### config.mk
export PLATFORM = sky130hd
export DESIGN_NAME = slt_cordic_cell
export DESIGN_NICKNAME = d
export VERILOG_FILES = /design/src/hdl/segment_local_transform_top_macros.svh /design/src/hdl/slt_pkg.sv /design/src/hdl/slt_cordic_cell.sv
export SDC_FILE = /design/constraint.sdc
export NUM_CORES = 2
export LEC_CHECK = 0
export BUFFER_PORTS_ARGS = -buffer_cell sky130_fd_sc_hd__buf_2
export CORE_AREA = 2 2 335 337
export CTS_BUF_LIST = sky130_fd_sc_hd__clkbuf_16
export DETAILED_ROUTE_END_ITERATION = 6
export DIE_AREA = 0 0 337 339
export SETUP_SLACK_MARGIN = 0.4
export SYNTH_ARGS = -nofsm -noshare
export SYNTH_HDL_FRONTEND = slang
export SYNTH_SLANG_ARGS = --single-unit
export TNS_END_PERCENT = 50
### constraint.sdc
create_clock -name clock -period 11.1 [get_ports clock]
set_input_delay 2.775 -clock clock [delete_from_list [all_inputs] [get_ports clock]]
set_output_delay 2.775 -clock clock [all_outputs]
set_load 0.01 [all_outputs]
### src/hdl/segment_local_transform_top_macros.svh
// assertion helpers shared by the rtl
`ifndef SEGMENT_LOCAL_TRANSFORM_TOP_MACROS_SVH
`define SEGMENT_LOCAL_TRANSFORM_TOP_MACROS_SVH

// next-cycle implication, checked outside reset
`define SLT_ASSERT_NEXT(lbl, clk, rst, ante, cons) \
   lbl: assert property (@(posedge clk) disable iff (rst) (ante) |=> (cons)) \
      else $error("slt check failed");

// next-cycle implication, checked during reset as well
`define SLT_ASSERT_NEXT_ALWAYS(lbl, clk, ante, cons) \
   lbl: assert property (@(posedge clk) (ante) |=> (cons)) \
      else $error("slt check failed");

`endif

### src/hdl/slt_pkg.sv
`default_nettype none
package slt_pkg;

   localparam int CORDIC_STAGES = 16;
   localparam int FRAC_BITS     = 16;
   localparam int LANES         = 4;
   localparam int XW            = FRAC_BITS + 3;
   localparam int ZW            = 34;
   localparam int PW            = 48;
   localparam int SIW           = 5;
   localparam int NPROD         = 9;

   // cordic start value, gain rounded to the fraction width
   localparam longint GAIN_Q30   = 64'd652032874;
   localparam longint GAIN_START =
      (GAIN_Q30 + (longint'(1) << (29 - FRAC_BITS))) >>> (30 - FRAC_BITS);

   // register indexes
   localparam logic [2:0] CSR_JOINT_ENABLE = 3'd0;
   localparam logic [2:0] CSR_BASE_SHIFT   = 3'd1;
   localparam logic [2:0] CSR_PIVOT_SHIFT  = 3'd2;
   localparam logic [2:0] CSR_FIXED_TURN   = 3'd3;
   localparam logic [2:0] CSR_FIXED_AXIS   = 3'd4;
   localparam logic [2:0] CSR_SCALE_XYZ    = 3'd5;

   localparam logic signed [PW-1:0] SAT_MAX = PW'(64'sd2147483647);
   localparam logic signed [PW-1:0] SAT_MIN = PW'(-64'sd2147483648);

   typedef struct packed {
      logic [LANES-1:0][31:0] row;
      logic [LANES-1:0][XW-1:0] x;
      logic [LANES-1:0][XW-1:0] y;
      logic [LANES-1:0][ZW-1:0] z;
      logic [LANES-1:0][1:0] quad;
   } cell_type;

   typedef struct packed {
      logic [LANES-1:0][XW-1:0] c;
      logic [LANES-1:0][XW-1:0] s;
   } trig_type;

   typedef struct packed {
      logic [2:0]  joint_enable;
      logic [47:0] base_shift;
      logic [47:0] pivot_shift;
      logic [15:0] fixed_turn;
      logic [47:0] fixed_axis;
      logic [47:0] scale_xyz;
   } cfg_type;

   typedef struct packed {
      logic [3:0][31:0] r;
      logic f;
      logic [NPROD-1:0][PW-1:0] p;
      trig_type t;
   } row_type;

   // arctangent of 2^-i in 1/2^32 turn
   function automatic logic [ZW-1:0] atan_turn(input logic [SIW-1:0] i);
      logic [ZW-1:0] v;
      unique case (i)
         5'd0:  v = ZW'(536870912);
         5'd1:  v = ZW'(316933406);
         5'd2:  v = ZW'(167458907);
         5'd3:  v = ZW'(85004756);
         5'd4:  v = ZW'(42667331);
         5'd5:  v = ZW'(21354465);
         5'd6:  v = ZW'(10679838);
         5'd7:  v = ZW'(5340245);
         5'd8:  v = ZW'(2670163);
         5'd9:  v = ZW'(1335087);
         5'd10: v = ZW'(667544);
         5'd11: v = ZW'(333772);
         5'd12: v = ZW'(166886);
         5'd13: v = ZW'(83443);
         5'd14: v = ZW'(41722);
         5'd15: v = ZW'(20861);
         5'd16: v = ZW'(10430);
         5'd17: v = ZW'(5215);
         5'd18: v = ZW'(2608);
         5'd19: v = ZW'(1304);
         5'd20: v = ZW'(652);
         5'd21: v = ZW'(326);
         5'd22: v = ZW'(163);
         5'd23: v = ZW'(81);
         default: v = '0;
      endcase
      return v;
   endfunction

   // product with round half up, then floor shift by n
   function automatic logic signed [PW-1:0] mulq(input logic signed [31:0] a,
                                                 input logic signed [31:0] b,
                                                 input int n);
      logic signed [63:0] prod;
      prod = 64'(a) * 64'(b);
      prod = prod + (64'sd1 <<< (n - 1));
      return PW'(prod >>> n);
   endfunction

   function automatic logic [31:0] sat32(input logic signed [PW-1:0] v);
      logic [31:0] r;
      if (v > SAT_MAX) begin
         r = 32'h7fff_ffff;
      end else if (v < SAT_MIN) begin
         r = 32'h8000_0000;
      end else begin
         r = v[31:0];
      end
      return r;
   endfunction

   function automatic logic ovf32(input logic signed [PW-1:0] v);
      return (v > SAT_MAX) || (v < SAT_MIN);
   endfunction

   function automatic logic signed [PW-1:0] sx(input logic [31:0] v);
      return PW'($signed(v));
   endfunction

   // signed q8.8 lane of a packed x,y,z word, x in the top lane
   function automatic logic signed [31:0] q8(input logic [47:0] w, input int lane);
      return 32'($signed(w[32 - 16 * lane +: 16]));
   endfunction

endpackage
`default_nettype wire

### src/hdl/slt_cordic_cell.sv
`default_nettype none
module slt_cordic_cell import slt_pkg::*; (
   input  wire logic           clock,
   input  wire logic           reset,
   input  wire logic           advance,
   input  wire logic [SIW-1:0] stage_idx,
   input  wire logic           in_valid,
   input  wire cell_type       in_data,
   output logic                out_valid,
   output cell_type            out_data
);

   logic          valid_ff;
   cell_type      data_ff;
   cell_type      data_in;
   logic [ZW-1:0] atan_val;

   assign atan_val = atan_turn(stage_idx);

   // one rotation step on every lane
   always_comb begin
      data_in = in_data;
      for (int l = 0; l < LANES; l++) begin
         if (!in_data.z[l][ZW-1]) begin
            data_in.x[l] = in_data.x[l] - XW'($signed(in_data.y[l]) >>> stage_idx);
            data_in.y[l] = in_data.y[l] + XW'($signed(in_data.x[l]) >>> stage_idx);
            data_in.z[l] = in_data.z[l] - atan_val;
         end else begin
            data_in.x[l] = in_data.x[l] + XW'($signed(in_data.y[l]) >>> stage_idx);
            data_in.y[l] = in_data.y[l] - XW'($signed(in_data.x[l]) >>> stage_idx);
            data_in.z[l] = in_data.z[l] + atan_val;
         end
      end
   end

   // stage register
   always_ff @(posedge clock) begin
      if (reset) begin
         valid_ff <= 1'b0;
      end else if (advance) begin
         valid_ff <= in_valid;
      end
      if (advance) begin
         data_ff <= data_in;
      end
   end

   assign out_valid = valid_ff;
   assign out_data  = data_ff;

endmodule
`default_nettype wire

Word-level counts from Yosys, hierarchy flattened
Memory sizes are Yosys's and may differ from the RTL's.
Index checks and enable logic that the tools add are counted.

word-level totals
  register bits = 425
  ROM bits = 960
  input bits = 433
  logic and storage cells = 66
  memories kept = 1

memories
  name              depth  bits a word  read ports  clocked after memory_dff  write ports  line           RTL
  (name not given)  32     30           1           0                         0            slt_pkg.sv:61  unique case (i)

cells by class
  add/sub/neg operators = 24
  shift operators = 8
  mux-type cells = 12

operator list
  operator                                        count
  19-bit adder                                    8
  19-bit two-way mux                              8
  19-bit by 5-bit >>> shifter with 19-bit output  8
  19-bit subtractor                               8
  34-bit adder                                    4
  34-bit two-way mux                              4
  34-bit subtractor                               4

Depth between registers and ports, before layout
  depth in word-level cells = 3
  gate-level depth with buffers = 31
  gate-level depth less buffers = 26

Least setup slack after synthesis
OpenSTA, ideal clock, no wires.

  path type = input -> register
  start = input port stage_idx[1]
  end = register data_ff (netlist bit out_data[74]), data pin
  library setup time = 0.262 ns
  arrival time = 8.571 ns
  slack = 2.268 ns
  stages on the path = 27
  path buffers = 5
  cell sequence = buf_4 > inv_2 > buf_2 > clkbuf_1 > ha_1 > clkbuf_1 > inv_1 > mux4_2 > o31ai_1 > nand3b_1 > and4bb_2 > and2_1 > nand3_2 > nand3b_1 > o21ai_0 > o21ai_0 > ha_1 > clkbuf_1 > o21a_1 > o22ai_1 > o211ai_1 > o31a_1 > and4_1 > a2111oi_0 > o21ai_0 > a211oi_1 > xnor2_1

RTL lines
  what                    line                   RTL
  start: declaration      slt_cordic_cell.sv:6   input wire logic [SIW-1:0] stage_idx,
  end signal: assignment  slt_cordic_cell.sv:44  data_ff <= data_in;
  end: declaration        slt_cordic_cell.sv:14  cell_type data_ff;

==> results by group <==
Outcome
  – Status: completed

Clocking
  – Clock sink count: approximately 430
  – CTS buffer count: 52
  – CTS Hold Bufs: 0
  – CTS root buffer: clkbuf_16
  – # H-tree levels: 2
  – # resized after CTS: 0
  – CTS tree: yes
  – Skew-Pair Late Insertion Delay: around 0.65 ns
  – Postcts setup bufs: 0
  – Clock-pin slew on the worst setup and hold paths: roughly 0.070 ns
  – Longest Clk Path Bufs: 3

Yosys
  – Yosys top cell area share: 32.98%
  – Post-synth EDFFs: 424
  – Asr flop ratio synth: 0%
  – YS warnings: 0
  – Synth area leader: edfxtp_1
  – Synth Cell Area: 38600 um^2
  – Post-Syn Instances: 3938
  – Syn_area_per_cell: 9.802 um^2
  – Post-synth cell types: 107
  – Flops & latches, synth: 425
  – Synth top area cells: edfxtp_1 (33%), ha_1 (9.5%), mux4_2 (9.0%)
  – Ys flop type: edfxtp_1
  – Seq/Total Area, Yosys: 33.04%
  – Syn nets: 4675

Power
  – P_leak: roughly 19 nW
  – Pwr Density: 151.4 nW/um^2
  – Maximum vdd drop: between 0.1 and 0.15 mV

Floorplan
  – Die height: around 340 um
  – Core ar.: 110400 um^2
  – # IOs: 858
  – Die area: 114200 um^2
  – Row count: 122
  – Die Wd: 337 um
  – Initial core utilization: 34.98%

STA
  – Final Critical Period: 8.964 ns
  – Setup TNS: 0 ns
  – Relative slew slack: 27.07%
  – Setup violators final: 0
  – Max-slew violations: 0
  – Highest clock rate: 0.1116 GHz
  – Final worst path period share: between 80 and 90%
  – Skew final: 0 ns
  – Unrepaired setup endpoints after global routing: false
  – Worst-margin pin slew: 1.094 ns
  – Final-report hold violation count: 0

Drt
  – Final antenna-violating net count: 0
  – Via density per instance: 5.587
  – Via count: 35030
  – WL per Instance: 25.11 um
  – First DRT Iteration DRCs: about 2700
  – Pre-antenna DRT Iters: 6
  – Remaining routing DRC violations: 0
  – Drt total wl: 157400 um

Global routing
  – GRT Resource Usage Total: 26.43%
  – First-pass GRT wire length: 224700 um
  – Largest net degree at the start of global routing: 164
  – GR Overflow Total: 0
  – Number of global-route vias before repair: between 30000 and 40000
  – Initial antenna violation count: 56

Critical path
  – CP arrival: 9.37 ns
  – CP dominant cell by count: inv_1
  – Req. time, crit path: 11.50 ns
  – Setup crit end kind: register
  – Delay of the slowest critical-path stage: 0.54 ns
  – CP startpoint kind: primary input
  – CP Max Fanout: 31
  – Buf/Inv on CP: 6
  – CP top delay family: compound AO/OA/AOI/OAI gates
  – Max stage delay cell, worst path: a2111oi_0
  – Critical path class: in2reg

Cells and area
  – Final cell count without fillers: 6269
  – Layout Nets: ~5500
  – Leading cell type in the layout, fill and taps excluded: buf_2
  – Share of cells above drive strength 1: approximately a quarter
  – Area added between synthesis and finish: 19.39%
  – Most frequent cells in the layout: buf_2 (851), edfxtp_1 (424), nor2_1 (387), nand2_1 (349), a21oi_1 (321)

Job
  – Max-cap violation count: 0

Placed design
  – Inst Count DP: a little over 6000
  – Final HPWL DP: 125900 um
  – # port buffers: between 800 and 900
  – GP Congestion: 0.9687

Min path
  – Tightest Hold Check Type: reg2reg
cell families (layout without fill, tap and decap cells):
family	count (synthesis)	after routing	share of synthesized area (%)
XOR/XNOR	394	394	8.940
adder cells (fa/ha/maj)	304	304	10.09
AND/OR/NAND/NOR	1194	1194	14.50
flip-flops	425	425	33.04
AO/OA/AOI/OAI	1033	1033	16.96
other	0	23	0
multiplexers	304	304	13.10
buffers and inverters	284	1104	3.384
registers in the layout, indices dropped and copies added, names as in the netlist:
name / count
out_data: 424
out_valid: 1
final timing paths:
path           startpoint           end  slack (ns)  depth (start not counted)
min             out_valid     out_valid        0.51                          2
max reg2reg     out_valid     out_valid       10.52                          2
min reg2reg     out_valid     out_valid        0.51                          2
max          stage_idx[0]  out_data[74]        2.14                         27
metrics by stage:
step	setup WS, ns	cell area [um^2]	hold WS (ns)	total power [mW]	util [%]
2_1_floorplan	2.268	38600	0.5279	4.140	-
3_3_place_gp	1.707	44270	0.4783	5.227	40.11
3_5_place_dp	1.561	44270	0.4951	5.232	40.11
4_1_cts	2.257	46030	0.5121	7.043	41.71
5_1_grt	1.575	46050	0.5358	7.359	41.73
6_report	2.136	46090	0.5078	6.978	41.76
Yosys cell counts (all sizes together) (13+ instances only):
master and instances:
o21ai 257, a21o 79, a211oi 31, nor4 13, o21bai 30, nor2b 62
o22ai 20, xnor2 264, and2 34, o31ai 20, nand3 79, clkbuf 83
nand2 349, o211ai 20, buf 93, o41ai 13, nor3 80, nor2 394
mux4 157, xor2 130, mux2 26, ha 292, a221oi 13, edfxtp 424
a21boi 23, and3 29, o21a 51, nand2b 59, mux2i 121, inv 108
a31oi 38, a21oi 322, or3 34
tightest hold or removal path, stage by stage (launching register included):
cell and delay [ns]:
dfxtp_1 0.33, mux2i_1 0.07, nor2_1 0.07
where the power goes:
| group | internal, mW | total [mW] | switching (mW) |
|---|---|---|---|
| Clock | 1.02 | 1.77 | 0.743 |
| Sequential | 2.20 | 2.30 | 0.0955 |
| Combinational | 1.16 | 2.91 | 1.76 |
metal layers:
metal	GRT usage [%]	wire, um	up-vias
met3	6.172	12640	285
met4	10.07	6501	58
li1	-	-	16400
met1	31.44	60680	16810
met2	45.90	77210	1477
met5	0	386	-
cell type report:
class	count	area [um^2]
tap	1488	1862
clock buffer	52	1301
antenna	23	57.56
clock inverter	44	456.7
multi-input combinational	3229	24570
timing repair buffer	900	4683
inverter	108	407.9
fill	10920	64280
sequential	425	12750
No activity file was read; power rests on OpenSTA's default activity.
